## src/nacs_pkg.sv

```systemverilog
// Shared constants and types for the nesting-aware comma splitter.
package nacs_pkg;

    localparam int unsigned BYTE_W  = 8;
    localparam int unsigned DEPTH_W = 16;
    localparam int unsigned PIECE_W = 16;

    localparam logic [BYTE_W-1:0]  CH_LPAREN    = 8'h28;
    localparam logic [BYTE_W-1:0]  CH_RPAREN    = 8'h29;
    localparam logic [BYTE_W-1:0]  CH_LBRACE    = 8'h7B;
    localparam logic [BYTE_W-1:0]  CH_RBRACE    = 8'h7D;
    localparam logic [BYTE_W-1:0]  CH_QUOTE     = 8'h22;
    localparam logic [BYTE_W-1:0]  CH_HASH      = 8'h23;
    localparam logic [BYTE_W-1:0]  CH_NEWLINE   = 8'h0A;
    localparam logic [BYTE_W-1:0]  CH_COMMA     = 8'h2C;
    localparam logic [BYTE_W-1:0]  CH_BACKSLASH = 8'h5C;

    localparam logic [PIECE_W-1:0] PIECE_MAX    = {PIECE_W{1'b1}};

    // One result beat as produced by the scanner.
    typedef struct packed {
        logic [BYTE_W-1:0]  byte_val;
        logic               split;
        logic [PIECE_W-1:0] piece;
        logic               done;
    } nacs_result_t;

endpackage

```

## src/nesting_aware_comma_splitter.sv

```systemverilog
// Top level of the nesting-aware comma splitter: input register, scanner, result register.
//
// Usage:
//   Text channel (text_valid/text_ready) carries one list character per beat
//   in text_byte, with final_byte set on the last character of a list.
//   Result channel (result_valid/result_ready) returns exactly one beat per
//   text beat, in order: the byte itself (byte_out), is_split for a comma
//   that separates top-level pieces, the piece index (piece_number) and
//   list_done copied from final_byte.
//   Path: each byte passes through two register stages, the input hold
//   register and then the result register, before it reaches the result channel.
//   Throughput: one byte per cycle while result_ready is high. The scanner
//   state updates in the cycle a byte moves from the hold register into the
//   result register, so the next byte sees the updated depths and flags with no bubble.
//   Stall: when result_ready is low the result register holds its beat; the
//   hold register still takes one more byte, then text_ready drops until the
//   result beat drains.
//   Reset: rst_n clears both stages' valid flags and all scanner state
//   (depths, string/comment/backslash flags, piece index) to zero.
//   After a beat with final_byte set, all scanner state returns to zero.
module nesting_aware_comma_splitter
    import nacs_pkg::*;
(
    input  logic               clk,
    input  logic               rst_n,
    input  logic               text_valid,
    output logic               text_ready,
    input  logic [BYTE_W-1:0]  text_byte,
    input  logic               final_byte,
    output logic               result_valid,
    input  logic               result_ready,
    output logic [BYTE_W-1:0]  byte_out,
    output logic               is_split,
    output logic [PIECE_W-1:0] piece_number,
    output logic               list_done
);

    logic              hold_valid_reg;
    logic [BYTE_W-1:0] hold_byte_reg;
    logic              hold_final_reg;
    logic              result_valid_reg;
    nacs_result_t      result_reg;
    nacs_result_t      scan_result;
    logic              advance;

    // Move the held byte forward whenever the result register is free or draining.
    assign advance    = hold_valid_reg && (!result_valid_reg || result_ready);
    assign text_ready = !hold_valid_reg || advance;

    // Input hold register: take a beat whenever the slot is free or emptying.
    always_ff @(posedge clk or negedge rst_n)
    begin
        if (!rst_n)
            hold_valid_reg <= 1'b0;
        else if (text_ready)
            hold_valid_reg <= text_valid;
    end

    always_ff @(posedge clk)
    begin
        if (text_valid && text_ready)
        begin
            hold_byte_reg  <= text_byte;
            hold_final_reg <= final_byte;
        end
    end

    nacs_scan u_scan (
        .clk        (clk),
        .rst_n      (rst_n),
        .step       (advance),
        .text_byte  (hold_byte_reg),
        .final_byte (hold_final_reg),
        .result     (scan_result)
    );

    // Result register: load on advance, drop valid once the beat is taken.
    always_ff @(posedge clk or negedge rst_n)
    begin
        if (!rst_n)
            result_valid_reg <= 1'b0;
        else if (advance)
            result_valid_reg <= 1'b1;
        else if (result_ready)
            result_valid_reg <= 1'b0;
    end

    always_ff @(posedge clk)
    begin
        if (advance)
            result_reg <= scan_result;
    end

    assign result_valid = result_valid_reg;
    assign byte_out     = result_reg.byte_val;
    assign is_split     = result_reg.split;
    assign piece_number = result_reg.piece;
    assign list_done    = result_reg.done;

endmodule

```

## src/nacs_scan.sv

```systemverilog
// Per-byte scanner: nesting, string, comment and piece state with its update logic.
module nacs_scan
    import nacs_pkg::*;
(
    input  logic              clk,
    input  logic              rst_n,
    input  logic              step,
    input  logic [BYTE_W-1:0] text_byte,
    input  logic              final_byte,
    output nacs_result_t      result
);

    logic [DEPTH_W-1:0] paren_depth_reg, paren_depth_next;
    logic [DEPTH_W-1:0] brace_depth_reg, brace_depth_next;
    logic               in_string_reg, in_string_next;
    logic               in_comment_reg, in_comment_next;
    logic               prior_bs_reg, prior_bs_next;
    logic [PIECE_W-1:0] piece_reg, piece_next;
    logic               active;
    logic               split;

    always_comb
    begin
        active           = !in_string_reg && !in_comment_reg;
        split            = 1'b0;
        paren_depth_next = paren_depth_reg;
        brace_depth_next = brace_depth_reg;
        in_string_next   = in_string_reg;
        in_comment_next  = in_comment_reg;
        piece_next       = piece_reg;
        prior_bs_next    = (text_byte == CH_BACKSLASH);

        unique case (text_byte)
            CH_LPAREN:
            begin
                if (active) paren_depth_next = paren_depth_reg + 1'b1;
            end
            CH_RPAREN:
            begin
                if (active) paren_depth_next = paren_depth_reg - 1'b1;
            end
            CH_LBRACE:
            begin
                if (active) brace_depth_next = brace_depth_reg + 1'b1;
            end
            CH_RBRACE:
            begin
                if (active) brace_depth_next = brace_depth_reg - 1'b1;
            end
            CH_QUOTE:
            begin
                // escaped quote inside a string does not close it
                if (!in_comment_reg && !(in_string_reg && prior_bs_reg))
                    in_string_next = !in_string_reg;
            end
            CH_HASH:
            begin
                if (!in_string_reg) in_comment_next = 1'b1;
            end
            CH_NEWLINE:
            begin
                in_string_next  = 1'b0;
                in_comment_next = 1'b0;
            end
            CH_COMMA:
            begin
                if (active && paren_depth_reg == '0 && brace_depth_reg == '0)
                begin
                    split = 1'b1;
                    if (piece_reg != PIECE_MAX) piece_next = piece_reg + 1'b1;
                end
            end
            default:
            begin
            end
        endcase

        // clear everything after the last byte of a list
        if (final_byte)
        begin
            paren_depth_next = '0;
            brace_depth_next = '0;
            in_string_next   = 1'b0;
            in_comment_next  = 1'b0;
            prior_bs_next    = 1'b0;
            piece_next       = '0;
        end

        result.byte_val = text_byte;
        result.split    = split;
        result.piece    = piece_reg;
        result.done     = final_byte;
    end

    always_ff @(posedge clk or negedge rst_n)
    begin
        if (!rst_n)
        begin
            paren_depth_reg <= '0;
            brace_depth_reg <= '0;
            in_string_reg   <= 1'b0;
            in_comment_reg  <= 1'b0;
            prior_bs_reg    <= 1'b0;
            piece_reg       <= '0;
        end
        else if (step)
        begin
            paren_depth_reg <= paren_depth_next;
            brace_depth_reg <= brace_depth_next;
            in_string_reg   <= in_string_next;
            in_comment_reg  <= in_comment_next;
            prior_bs_reg    <= prior_bs_next;
            piece_reg       <= piece_next;
        end
    end

endmodule

```

## config.mk

```make
export PLATFORM = sky130hd
export DESIGN_NAME = nesting_aware_comma_splitter
export DESIGN_NICKNAME = d
export VERILOG_FILES = /design/src/nacs_pkg.sv /design/src/nesting_aware_comma_splitter.sv /design/src/nacs_scan.sv
export SDC_FILE = /design/constraint.sdc
export NUM_CORES = 1
export LEC_CHECK = 0
export ABC_AREA = 0
export BUFFER_PORTS_ARGS = -buffer_cell sky130_fd_sc_hd__buf_2
export CAP_MARGIN = 20
export CORE_UTILIZATION = 45
export CTS_CLUSTER_DIAMETER = 200
export DETAILED_ROUTE_END_ITERATION = 10
export PLACE_DENSITY = 0.76
export SETUP_SLACK_MARGIN = 0.1
export SLEW_MARGIN = 40
export SYNTH_ARGS = -nofsm -noshare
export SYNTH_HDL_FRONTEND = slang
export SYNTH_SLANG_ARGS = --single-unit
```

## constraint.sdc

```tcl
create_clock -name clk -period 2.8 [get_ports clk]
set_clock_uncertainty 0.05 [all_clocks]
set_input_delay 0.42 -clock clk [delete_from_list [all_inputs] [get_ports clk]]
set_output_delay 0.42 -clock clk [all_outputs]
set_load 0.01 [all_outputs]
```

==> run_summary.xml, run 1 <==
<?xml version="1.0" encoding="UTF-8"?>
<metrics>
  <group name="status">
    <metric name="outcome" unit="">complete, no violations</metric>
  </group>
  <group name="critical_path">
    <metric name="r2r_start" unit="">hold_byte_reg[4]$_DFFE_PP_</metric>
    <metric name="cp-startpoint" unit="">hold_byte_reg[4]$_DFFE_PP_</metric>
    <metric name="rr_endpoint" unit="">u_scan.paren_depth_reg[14]$_DFFE_PN0P_</metric>
    <metric name="worst-endpoint-arrival" unit="ps">2780</metric>
    <metric name="reg2reg_slack" unit="ps">220</metric>
    <metric name="critical_path_start_end_classification" unit="">reg2reg</metric>
    <metric name="end_kind" unit="">flop</metric>
    <metric name="critical_path.startpoint_type" unit="">flop</metric>
    <metric name="critPathCapture" unit="">u_scan.paren_depth_reg[14]$_DFFE_PN0P_</metric>
    <metric name="crit_path_max_fanout" unit="">5</metric>
    <metric name="reg2regPathDepth" unit="">11</metric>
    <metric name="worst-endpoint-required" unit="ps">3000</metric>
  </group>
  <group name="timing">
    <metric name="setup_violations" unit="">0</metric>
    <metric name="timing.final.crit_period" unit="ps">2580</metric>
    <metric name="tightestPinTransition" unit="ps">734</metric>
    <metric name="slew-limit-headroom" unit="%">50.7</metric>
    <metric name="slew_viol_final" unit="">0</metric>
    <metric name="post-route-period-util" unit="%">92.3</metric>
    <metric name="highest_attainable_clock_frequency" unit="MHz">387</metric>
    <metric name="setup_ws" unit="ps">217</metric>
    <metric name="final.setup.tns" unit="ps">0</metric>
    <metric name="hold_viol_final" unit="">0</metric>
    <metric name="setup_repair_after_global_routing_missed_its_margin" unit="">false</metric>
    <metric name="hold_slack" unit="ps">96.7</metric>
  </group>
  <group name="logic_synthesis">
    <metric name="post_synth_mux_area_share" unit="%">2.84</metric>
    <metric name="synth.ff_latch_count" unit="">88</metric>
    <metric name="netlist_area" unit="mm^2">0.00494</metric>
    <metric name="fraction_of_the_mapped_netlist_area_in_simple_logic_gates" unit="%">26.6</metric>
    <metric name="yosysWarningCount" unit="">0</metric>
    <metric name="ys_top_cells_by_area" unit="">sky130_fd_sc_hd__dfrtp_1, sky130_fd_sc_hd__edfxtp_1, sky130_fd_sc_hd__nand2_1, sky130_fd_sc_hd__a21oi_1, sky130_fd_sc_hd__mux2i_1</metric>
    <metric name="post_synth_xor_area_fraction" unit="%">2.31</metric>
    <metric name="arithmetic_cell_share_of_the_synthesized_area_counting_full_adders_half_adders_and_majority_gates" unit="%">1.77</metric>
    <metric name="synth_top_cell_area_share" unit="%">26.9</metric>
    <metric name="synth_top_family_by_area" unit="">simple AND/OR/NAND/NOR gates</metric>
    <metric name="synth-seq-area-share" unit="%">48.1</metric>
    <metric name="synth_fp_nets" unit="">532</metric>
    <metric name="synth_compound_area_share" unit="%">14.9</metric>
    <metric name="edff_count_synth" unit="">35</metric>
    <metric name="async_reset_ff_share" unit="%">60.2</metric>
    <metric name="synth_area_leader_cell" unit="">sky130_fd_sc_hd__dfrtp_1</metric>
    <metric name="synth.lib_cells_used.distinct" unit="">57</metric>
    <metric name="syn-instance-count" unit="">512</metric>
    <metric name="synth_top_cells_by_count" unit="">sky130_fd_sc_hd__dfrtp_1, sky130_fd_sc_hd__nand2_1, sky130_fd_sc_hd__edfxtp_1</metric>
    <metric name="most_frequent_cell_after_synthesis" unit="">sky130_fd_sc_hd__dfrtp_1</metric>
    <metric name="syn-mean-instance-area" unit="um^2">9.65</metric>
    <metric name="synth-main-ff-cell" unit="">sky130_fd_sc_hd__dfrtp_1</metric>
  </group>
  <group name="floorplan">
    <metric name="core_area" unit="mm^2">0.0105</metric>
    <metric name="site_row_count" unit="">37</metric>
    <metric name="die-area" unit="mm^2">0.0114</metric>
    <metric name="die_height" unit="um">107</metric>
    <metric name="fp.dieW" unit="um">107</metric>
    <metric name="floorplan.initialDensity" unit="%">47.2</metric>
    <metric name="floorplan.io_pins" unit="">41</metric>
  </group>
  <group name="final_layout">
    <metric name="nNetsFinal" unit="">598</metric>
    <metric name="syn_to_final_growth" unit="%">17.3</metric>
    <metric name="antenna_cells" unit="">0</metric>
    <metric name="filler_cell_count" unit="">919</metric>
    <metric name="final_layout_size_suffix_gt1_share" unit="%">21.3</metric>
  </group>
  <group name="detailed_routing">
    <metric name="average_wire_length_per_cell_after_detail_routing" unit="um">16.8</metric>
    <metric name="wl_met3" unit="um">692</metric>
    <metric name="drt-met1-wl" unit="mm">5.49</metric>
    <metric name="wirelength" unit="mm">12.1</metric>
    <metric name="dr.first_iter.drc_count" unit="">311</metric>
    <metric name="detail_route.vias_per_cell" unit="">6.05</metric>
    <metric name="detail_route.drc_violations" unit="">0</metric>
    <metric name="met2_wirelength" unit="mm">5.67</metric>
    <metric name="route.vias.total" unit="">4350</metric>
    <metric name="final_antenna_net_count" unit="">0</metric>
    <metric name="detail_route.first_pass.iterations" unit="">5</metric>
    <metric name="top_signal_layer_used" unit="">met4</metric>
  </group>
  <group name="power_and_ir_drop">
    <metric name="power.total" unit="mW">2.94</metric>
    <metric name="p_switching" unit="uW">890</metric>
    <metric name="power.share.combinational" unit="%">15.4</metric>
    <metric name="intPower" unit="mW">2.05</metric>
    <metric name="netSwitchingFraction" unit="%">30.3</metric>
    <metric name="clock_power_share" unit="%">32.6</metric>
    <metric name="power_frac_seq" unit="%">52.0</metric>
    <metric name="vdd_drop_max" unit="mV">0.245</metric>
    <metric name="p_per_area" unit="mW/mm^2">508</metric>
    <metric name="p_leak" unit="nW">2.32</metric>
  </group>
  <group name="cts">
    <metric name="clk-insertion-delay-late" unit="ps">380</metric>
    <metric name="htree_levels" unit="">3</metric>
    <metric name="cts_tree" unit="">done</metric>
    <metric name="cts_buffers" unit="">9</metric>
    <metric name="clk_pin_slew_worst_paths" unit="ps">100</metric>
    <metric name="clock_tree.buffer_depth" unit="">2</metric>
    <metric name="cts_sinks" unit="">88</metric>
    <metric name="ctsRootBufferMaster" unit="">sky130_fd_sc_hd__clkbuf_8</metric>
  </group>
  <group name="placed_design">
    <metric name="half_perimeter_wire_length_after_detailed_placement" unit="mm">8.59</metric>
    <metric name="gp_routability_congestion" unit="">0.907</metric>
    <metric name="pre_cts_slack" unit="ps">96.2</metric>
    <metric name="io_buffers" unit="">40</metric>
  </group>
  <group name="grt">
    <metric name="first_global_vias" unit="">4079</metric>
    <metric name="antenna_found_initial" unit="">0</metric>
    <metric name="grt_first_pass_wirelength" unit="mm">20.1</metric>
    <metric name="grt_max_degree" unit="">54</metric>
    <metric name="globalRouteOverflowTotal" unit="">0</metric>
    <metric name="gr-usage-all-layers" unit="%">22.7</metric>
  </group>
  <group name="job">
    <metric name="max-cap-violations" unit="">0</metric>
  </group>
  <group name="worst_hold_path">
    <metric name="hold_class" unit="">in2async</metric>
  </group>
</metrics>
cell type report:
cell class | instances | area [um^2] | area share [%]
timing repair buffer | 83 | 531 | 9.16
multi-input combinational | 384 | 2460 | 42.4
inverter | 12 | 45.0 | 0.778
sequential | 88 | 2380 | 41.0
tap | 136 | 170 | 2.94
clock inverter | 7 | 87.6 | 1.51
clock buffer | 9 | 124 | 2.14
through the flow:
stage	instances	cell area, um^2	utilization [%]
global placement	700	5510	52.7
finish	719	5790	55.4
global route	719	5790	55.4
CTS	716	5730	54.8
floorplan	512	4970	-
detailed placement	700	5520	52.8
cell families (layout without fill, tap and decap cells):
| kind of cell | Yosys count | count (layout) |
|---|---|---|
| adder cells (fa/ha/maj) | 7 | 7 |
| buffers and inverters | 40 | 111 |
| AO/OA/AOI/OAI | 123 | 123 |
| AND/OR/NAND/NOR | 227 | 227 |
| multiplexers | 14 | 14 |
| XOR/XNOR | 13 | 13 |
| flip-flops | 88 | 88 |
cells in the final DEF, fill, tap and decap left out, drive strengths merged, types with 3 or more instances in the layout:
cell     n
nand4   23
and3     8
a211oi   8
dfrtp   53
nor3    25
a21oi   31
and4     3
and2     9
xnor2    8
nand3   23
o22ai    4
edfxtp  35
ha       7
nand2   44
clkbuf   9
o21ai   44
buf     83
inv     16
a22o     3
or4      6
o31ai    8
nor2    25
nand2b  10
a31oi   11
or3     20
nor4    14
mux2i   14
nor4b    4
xor2     5
per-layer routing:
metal	up-vias	global-route usage, %
met4	0	8.02
li1	2079	-
met5	-	0
met1	2107	30.8
met2	142	35.5
met3	22	5.05
power by group through the flow:
stage	clock, mW	sequential, mW	combinational (mW)
after floorplan	0	1.54	0.283
after global placement	0	1.55	0.431
after detailed placement	0	1.56	0.440
after CTS	0.971	1.53	0.443
after global routing	1.02	1.54	0.511
final	0.958	1.53	0.453
how the worst min path moves through the flow:
stage,depth (start not counted),endpoint,startpoint,slack [ps]
3_3_place_gp,0,piece_number[11]$_DFFE_PP_,u_scan.piece_reg[11]$_DFFE_PN0P_,430
3_5_place_dp,0,piece_number[15]$_DFFE_PP_,u_scan.piece_reg[15]$_DFFE_PN0P_,430
5_1_grt,2,u_scan.paren_depth_reg[11]$_DFFE_PN0P_,rst_n,160
4_1_cts,2,u_scan.paren_depth_reg[11]$_DFFE_PN0P_,rst_n,140
6_report,2,u_scan.paren_depth_reg[11]$_DFFE_PN0P_,rst_n,100
2_1_floorplan,0,hold_valid_reg$_DFFE_PN0N_,rst_n,70
critical path: stages (launching register included):
cell	delay, ps
sky130_fd_sc_hd__edfxtp_1	430
sky130_fd_sc_hd__buf_4	180
sky130_fd_sc_hd__nor3_4	200
sky130_fd_sc_hd__nand3_2	160
sky130_fd_sc_hd__xnor2_1	180
sky130_fd_sc_hd__ha_1	210
sky130_fd_sc_hd__buf_4	140
sky130_fd_sc_hd__and4_1	240
sky130_fd_sc_hd__o21ai_0	110
sky130_fd_sc_hd__o31ai_1	300
sky130_fd_sc_hd__xnor2_1	190
sky130_fd_sc_hd__o21ai_1	80
timing repair:
action | in CTS | in global routing
resized for setup | 1 | 9
setup buffers | 0 | 2
hold buffers | 0 | 0
endpoints found under the setup margin | 2 | 11
Power figures use the tool's default switching activity.
==> run 2: changes to the inputs <==
--- a/config.mk
+++ b/config.mk
@@ -8,6 +8,7 @@
 export ABC_AREA = 0
 export BUFFER_PORTS_ARGS = -buffer_cell sky130_fd_sc_hd__buf_2
 export CAP_MARGIN = 20
+export CORE_MARGIN = 5
 export CORE_UTILIZATION = 45
 export CTS_CLUSTER_DIAMETER = 200
 export DETAILED_ROUTE_END_ITERATION = 10
==> constraint.sdc (replaced) <==
create_clock -name clk -period 2.3 [get_ports clk]
set_clock_uncertainty 0.05 [all_clocks]
set_input_delay 0.345 -clock clk [delete_from_list [all_inputs] [get_ports clk]]
set_output_delay 0.345 -clock clk [all_outputs]
set_load 0.01 [all_outputs]
==> run 2 against run 1 <==
  * The flow now finishes with violations (negative setup slack)
  * Count of clock-buffer cells in the layout up 2
  * Via count up 13%
  * Register-to-register slack worse by 480 ps
  * Combinational power up 62%
  * Setup slack worse by 480 ps
  * Sequential share of layout area down 5.5 points
  * Highest routed layer unchanged
  * Worst hold slack better by 1.7 ps
  * Non-clock buffer count up 61
==> run_summary.xml, run 2 (synthesized netlist as in run 1, its figures left out) <==
<?xml version="1.0" encoding="UTF-8"?>
<metrics>
  <group name="status">
    <metric name="outcome" unit="">complete, but fails checks</metric>
    <metric name="failed_checks" unit="">negative setup slack</metric>
  </group>
  <group name="cts">
    <metric name="htree_levels" unit="">3</metric>
    <metric name="cts_tree" unit="">done</metric>
    <metric name="cts_sinks" unit="">88</metric>
    <metric name="clk_pin_slew_worst_paths" unit="ps">100</metric>
    <metric name="clock_tree.buffer_depth" unit="">2</metric>
    <metric name="cts_buffers" unit="">9</metric>
    <metric name="clk-insertion-delay-late" unit="ps">380</metric>
    <metric name="ctsRootBufferMaster" unit="">sky130_fd_sc_hd__clkbuf_8</metric>
  </group>
  <group name="timing">
    <metric name="hold_viol_final" unit="">0</metric>
    <metric name="setup_repair_after_global_routing_missed_its_margin" unit="">true</metric>
    <metric name="hold_slack" unit="ps">98.3</metric>
    <metric name="setup_violations" unit="">17</metric>
    <metric name="slew_viol_final" unit="">0</metric>
    <metric name="highest_attainable_clock_frequency" unit="MHz">391</metric>
    <metric name="post-route-period-util" unit="%">111</metric>
    <metric name="tightestPinTransition" unit="ps">840</metric>
    <metric name="setup_ws" unit="ps">-260</metric>
    <metric name="timing.final.crit_period" unit="ps">2560</metric>
    <metric name="slew-limit-headroom" unit="%">44.0</metric>
  </group>
  <group name="critical_path">
    <metric name="reg2regPathDepth" unit="">9</metric>
    <metric name="worst-endpoint-arrival" unit="ps">2810</metric>
    <metric name="critical_path.startpoint_type" unit="">flop</metric>
    <metric name="end_kind" unit="">flop</metric>
    <metric name="critical_path_start_end_classification" unit="">reg2reg</metric>
    <metric name="worst-endpoint-required" unit="ps">2550</metric>
    <metric name="crit_path_max_fanout" unit="">4</metric>
  </group>
  <group name="detailed_routing">
    <metric name="detail_route.drc_violations" unit="">0</metric>
    <metric name="dr.first_iter.drc_count" unit="">742</metric>
    <metric name="wirelength" unit="mm">14.9</metric>
    <metric name="average_wire_length_per_cell_after_detail_routing" unit="um">19.0</metric>
    <metric name="detail_route.first_pass.iterations" unit="">6</metric>
    <metric name="detail_route.vias_per_cell" unit="">6.25</metric>
    <metric name="final_antenna_net_count" unit="">0</metric>
    <metric name="route.vias.total" unit="">4901</metric>
  </group>
  <group name="job">
    <metric name="max-cap-violations" unit="">0</metric>
  </group>
  <group name="final_layout">
    <metric name="layout.area.seq" unit="mm^2">0.00238</metric>
    <metric name="final_layout_size_suffix_gt1_share" unit="%">37.9</metric>
    <metric name="filler_cell_count" unit="">796</metric>
    <metric name="nNetsFinal" unit="">659</metric>
    <metric name="area_taken_by_multi_input_logic_gates" unit="mm^2">0.00280</metric>
    <metric name="final_cell_mix" unit="">sky130_fd_sc_hd__buf_4, sky130_fd_sc_hd__dfrtp_1, sky130_fd_sc_hd__buf_2</metric>
    <metric name="syn_to_final_growth" unit="%">35.4</metric>
    <metric name="antenna_cells" unit="">0</metric>
    <metric name="final_common_cell" unit="">sky130_fd_sc_hd__buf_4</metric>
  </group>
  <group name="placed_design">
    <metric name="io_buffers" unit="">40</metric>
    <metric name="half_perimeter_wire_length_after_detailed_placement" unit="mm">9.28</metric>
    <metric name="gp_routability_congestion" unit="">0.952</metric>
  </group>
  <group name="floorplan">
    <metric name="die-area" unit="mm^2">0.0132</metric>
    <metric name="floorplan.io_pins" unit="">41</metric>
    <metric name="site_row_count" unit="">38</metric>
    <metric name="fp.dieW" unit="um">115</metric>
    <metric name="floorplan.initialDensity" unit="%">45.8</metric>
    <metric name="core_area" unit="mm^2">0.0108</metric>
    <metric name="die_height" unit="um">115</metric>
  </group>
  <group name="power_and_ir_drop">
    <metric name="p_per_area" unit="mW/mm^2">556</metric>
    <metric name="power.total" unit="mW">3.71</metric>
    <metric name="vdd_drop_max" unit="mV">0.317</metric>
    <metric name="p_leak" unit="nW">2.72</metric>
  </group>
  <group name="grt">
    <metric name="first_global_vias" unit="">4625</metric>
    <metric name="use_met3" unit="%">3.68</metric>
    <metric name="grt_first_pass_wirelength" unit="mm">22.5</metric>
    <metric name="gr-usage-met1" unit="%">28.0</metric>
    <metric name="antenna_found_initial" unit="">0</metric>
    <metric name="gr-usage-all-layers" unit="%">21.4</metric>
    <metric name="global_route.usage.met2" unit="%">35.3</metric>
    <metric name="top_usage_layer" unit="">met2</metric>
    <metric name="grt_max_degree" unit="">54</metric>
    <metric name="globalRouteOverflowTotal" unit="">0</metric>
  </group>
  <group name="worst_hold_path">
    <metric name="hold_class" unit="">in2reg</metric>
    <metric name="number_of_cells_on_the_worst_hold_path" unit="">1</metric>
  </group>
</metrics>
==> run 2: final cells by class <==
| type | count | share of cell area (%) |
|---|---|---|
| multi-input combinational | 384 | 41.9 |
| clock buffer | 11 | 2.11 |
| tap | 140 | 2.62 |
| sequential | 88 | 35.6 |
| timing repair buffer | 144 | 16.1 |
| clock inverter | 5 | 0.936 |
| inverter | 12 | 0.767 |
==> run 2: metrics by stage <==
stage	util, %	instances	setup slack (ps)	instance area, um^2	TNS (ps)
finish	62.0	784	-260	6690	-1600
global route	62.0	784	-332	6690	-4470
CTS	59.0	774	-154	6370	-701
detailed placement	54.5	745	-195	5880	-2170
global placement	54.5	745	-98.0	5880	-281
floorplan	-	512	-342	5010	-1450
==> run 2: metal layers <==
layer,vias to the layer above,part of all wire [%]
met1,2373,41
met3,60,7.8
met5,-,0
met4,0,3.0
met2,268,48
li1,2200,-
==> run 2: final timing paths <==
kind                                                  from                                endpoint  slack, ps
max                             hold_byte_reg[6]$_DFFE_PP_   u_scan.brace_depth_reg[8]$_DFFE_PN0P_       -260
min                                           text_byte[1]              hold_byte_reg[1]$_DFFE_PP_        100
max reg2reg                     hold_byte_reg[6]$_DFFE_PP_   u_scan.brace_depth_reg[8]$_DFFE_PN0P_       -260
min reg2reg                u_scan.prior_bs_reg$_DFFE_PN0P_         u_scan.prior_bs_reg$_DFFE_PN0P_        470
max in group asynchronous                            rst_n  u_scan.paren_depth_reg[14]$_DFFE_PN0P_       1480
min in group asynchronous                            rst_n         u_scan.prior_bs_reg$_DFFE_PN0P_        420
==> run 2: repair_timing <==
item	in CTS	in global routing
gates cloned	0	2
setup buffers	12	9
resized for setup	38	60
endpoints found under the hold margin	53	0
hold buffers	1	0
setup endpoints to repair	42	42
pin swaps	20	47
==> run 2: critical path: stages (launching register included) <==
cell and delay (ps):
sky130_fd_sc_hd__edfxtp_1 490, sky130_fd_sc_hd__and4b_2 340, sky130_fd_sc_hd__nand3_4 110, sky130_fd_sc_hd__xnor2_1 140, sky130_fd_sc_hd__ha_2 200, sky130_fd_sc_hd__or3_4 350, sky130_fd_sc_hd__or4_4 430, sky130_fd_sc_hd__a211oi_2 190
sky130_fd_sc_hd__a31oi_1 60, sky130_fd_sc_hd__o21ai_1 130
==> run 2: power by group <==
part / total (mW) / switching [mW] / internal (mW)
logic: 0.734 / 0.425 / 0.309
clock network: 1.15 / 0.607 / 0.542
registers: 1.83 / 0.0862 / 1.74
==> run 3: changes to the inputs <==
--- a/config.mk
+++ b/config.mk
@@ -12,6 +12,7 @@
 export CORE_UTILIZATION = 45
 export CTS_CLUSTER_DIAMETER = 200
 export DETAILED_ROUTE_END_ITERATION = 10
+export MAX_ROUTING_LAYER = met4
 export PLACE_DENSITY = 0.76
 export SETUP_SLACK_MARGIN = 0.1
 export SLEW_MARGIN = 40
==> run 3 against run 2 <==
  * The run still ends with negative setup slack left
  * Via count up 2.9%
  * Sequential share of layout area down 1.5 points
  * Wire length up 11%
  * Non-clock buffer count up 15
  * Largest cell class unchanged
  * Largest power group unchanged
==> run_summary.xml, run 3 (synthesized netlist as in run 1, its figures left out) <==
<?xml version="1.0" encoding="UTF-8"?>
<metrics>
  <group name="final_layout">
    <metric name="syn_to_final_growth" unit="%">41.4</metric>
    <metric name="final_cell_mix" unit="">sky130_fd_sc_hd__buf_4, sky130_fd_sc_hd__dfrtp_1, sky130_fd_sc_hd__nand2_1, sky130_fd_sc_hd__buf_2, sky130_fd_sc_hd__edfxtp_1</metric>
    <metric name="final_common_cell" unit="">sky130_fd_sc_hd__buf_4</metric>
    <metric name="final_core_utilization" unit="%">64.7</metric>
    <metric name="final_layout_size_suffix_gt1_share" unit="%">42.3</metric>
    <metric name="nNetsFinal" unit="">674</metric>
    <metric name="final_cells" unit="">799</metric>
    <metric name="antenna_cells" unit="">0</metric>
    <metric name="filler_cell_count" unit="">742</metric>
  </group>
  <group name="timing">
    <metric name="setup_repair_after_global_routing_missed_its_margin" unit="">true</metric>
    <metric name="tightestPinTransition" unit="ps">781</metric>
    <metric name="slew-limit-headroom" unit="%">47.9</metric>
    <metric name="timing.final.crit_period" unit="ps">2600</metric>
    <metric name="hold_viol_final" unit="">0</metric>
    <metric name="setup_violations" unit="">18</metric>
    <metric name="highest_attainable_clock_frequency" unit="MHz">385</metric>
    <metric name="hold_slack" unit="ps">36.6</metric>
    <metric name="post-route-period-util" unit="%">113</metric>
    <metric name="slew_viol_final" unit="">0</metric>
    <metric name="setup_ws" unit="ps">-299</metric>
  </group>
  <group name="cts">
    <metric name="cts_sinks" unit="">88</metric>
    <metric name="ctsRootBufferMaster" unit="">sky130_fd_sc_hd__clkbuf_8</metric>
    <metric name="cts_buffers" unit="">9</metric>
    <metric name="htree_levels" unit="">3</metric>
    <metric name="clk_pin_slew_worst_paths" unit="ps">100</metric>
    <metric name="clock_tree.buffer_depth" unit="">2</metric>
    <metric name="cts.hold.buffers_added" unit="">0</metric>
    <metric name="cts_tree" unit="">done</metric>
    <metric name="clk-insertion-delay-late" unit="ps">380</metric>
  </group>
  <group name="detailed_routing">
    <metric name="detail_route.first_pass.iterations" unit="">5</metric>
    <metric name="final_antenna_net_count" unit="">0</metric>
    <metric name="route.vias.total" unit="">5045</metric>
    <metric name="wirelength" unit="mm">16.5</metric>
    <metric name="detail_route.drc_violations" unit="">0</metric>
    <metric name="dr.first_iter.drc_count" unit="">732</metric>
    <metric name="average_wire_length_per_cell_after_detail_routing" unit="um">20.7</metric>
    <metric name="detail_route.vias_per_cell" unit="">6.31</metric>
  </group>
  <group name="critical_path">
    <metric name="worst-endpoint-required" unit="ps">2560</metric>
    <metric name="critical_path.top_delay_family" unit="">simple AND/OR/NAND/NOR gates</metric>
    <metric name="cell_depth_of_the_worst_setup_path" unit="">11</metric>
    <metric name="critical_path.startpoint_type" unit="">flop</metric>
    <metric name="critical_path_start_end_classification" unit="">reg2reg</metric>
    <metric name="timing.critical_path.slowest_cell_delay" unit="ps">440</metric>
    <metric name="worst-endpoint-arrival" unit="ps">2860</metric>
    <metric name="end_kind" unit="">flop</metric>
    <metric name="path_buf_inv" unit="">1</metric>
    <metric name="crit_path_max_fanout" unit="">4</metric>
    <metric name="cpMostUsedCell" unit="">sky130_fd_sc_hd__nor3_4</metric>
    <metric name="worst_path_max_delay_cell" unit="">sky130_fd_sc_hd__edfxtp_1</metric>
    <metric name="worstPathCellList" unit="">buf_4 &gt; nor3_4 &gt; nand3_2 &gt; xnor2_2 &gt; ha_4 &gt; nor3_4 &gt; nand2_2 &gt; nor4_2 &gt; a21oi_1 &gt; or3_1 &gt; o21ai_1</metric>
    <metric name="reg2regPathDepth" unit="">11</metric>
  </group>
  <group name="floorplan">
    <metric name="core_area" unit="mm^2">0.0108</metric>
    <metric name="die-area" unit="mm^2">0.0132</metric>
    <metric name="floorplan.initialDensity" unit="%">45.8</metric>
    <metric name="fp.dieW" unit="um">115</metric>
    <metric name="die_height" unit="um">115</metric>
    <metric name="floorplan.io_pins" unit="">41</metric>
    <metric name="site_row_count" unit="">38</metric>
  </group>
  <group name="placed_design">
    <metric name="gp_routability_congestion" unit="">0.936</metric>
    <metric name="io_buffers" unit="">40</metric>
    <metric name="half_perimeter_wire_length_after_detailed_placement" unit="mm">9.22</metric>
    <metric name="pre_cts_slack" unit="ps">-156</metric>
    <metric name="placed_cells" unit="">750</metric>
  </group>
  <group name="grt">
    <metric name="antenna_found_initial" unit="">0</metric>
    <metric name="grt_max_degree" unit="">54</metric>
    <metric name="grt_first_pass_wirelength" unit="mm">23.8</metric>
    <metric name="globalRouteOverflowTotal" unit="">0</metric>
    <metric name="gr-usage-all-layers" unit="%">23.2</metric>
    <metric name="first_global_vias" unit="">4807</metric>
  </group>
  <group name="status">
    <metric name="outcome" unit="">complete, but fails checks</metric>
    <metric name="failed_checks" unit="">negative setup slack</metric>
  </group>
  <group name="power_and_ir_drop">
    <metric name="vdd_drop_max" unit="mV">0.308</metric>
    <metric name="power.total" unit="mW">3.69</metric>
    <metric name="p_per_area" unit="mW/mm^2">528</metric>
    <metric name="p_leak" unit="nW">2.83</metric>
  </group>
  <group name="worst_hold_path">
    <metric name="hold_class" unit="">in2async</metric>
  </group>
  <group name="job">
    <metric name="max-cap-violations" unit="">0</metric>
  </group>
</metrics>
-- run 3: changes by cell type in the layout (fill, tap and decap cells not counted), moves of 5 or more --
| cell | before | now |
|---|---|---|
| sky130_fd_sc_hd__nor3_1 | 16 | 11 |
| sky130_fd_sc_hd__buf_4 | 86 | 100 |
| sky130_fd_sc_hd__o21ai_1 | 19 | 28 |
| sky130_fd_sc_hd__nor4_1 | 10 | 5 |
| sky130_fd_sc_hd__o21ai_0 | 19 | 10 |
-- run 3: final cells by class --
cell class | instances | area, um^2 | area share (%)
repair buffers | 159 | 1190 | 17.1
inverters | 12 | 53.8 | 0.770
flip-flops and latches | 88 | 2380 | 34.0
multi-input cells | 384 | 3020 | 43.2
clock inverters | 6 | 42.5 | 0.609
clock buffers | 10 | 128 | 1.83
well taps | 140 | 175 | 2.51
-- run 3: timing repair --
| action | CTS | global route |
|---|---|---|
| setup buffers | 19 | 14 |
| pin swaps | 19 | 47 |
| cloned | 2 | 1 |
| resized for setup | 59 | 82 |
| setup endpoints to repair | 35 | 47 |
-- run 3: path summary, 6_finish.rpt --
kind                                                   from  slack (ps)                                     end
max                              hold_byte_reg[4]$_DFFE_PP_        -300  u_scan.paren_depth_reg[12]$_DFFE_PN0P_
min                                                   rst_n          40         u_scan.prior_bs_reg$_DFFE_PN0P_
max reg2reg                      hold_byte_reg[4]$_DFFE_PP_        -300  u_scan.paren_depth_reg[12]$_DFFE_PN0P_
min reg2reg                u_scan.piece_reg[15]$_DFFE_PN0P_         480              piece_number[15]$_DFFE_PP_
max in group asynchronous                             rst_n        1660   u_scan.paren_depth_reg[4]$_DFFE_PN0P_
min in group clk                               text_byte[5]          90              hold_byte_reg[5]$_DFFE_PP_
-- run 3: layer usage --
metal	wire [um]	global-route usage [%]	vias up
met5	0	-	-
met3	1350	3.11	80
met1	6440	29.4	2416
met4	722	11.0	0
met2	7990	36.8	313
li1	-	-	2236
-- run 3: through the flow --
stage	instance area [um^2]	setup TNS, ps
final	6990	-2360
after global placement	5910	-290
after detailed placement	5910	-644
after floorplan	5010	-1450
after CTS	6510	-835
after global routing	6990	-4590
-- run 3: report_power, final --
group / total, mW / switching (mW) / internal [mW]
clock: 1.04 / 0.638 / 0.398
sequential: 1.83 / 0.0889 / 1.74
combinational: 0.817 / 0.482 / 0.335
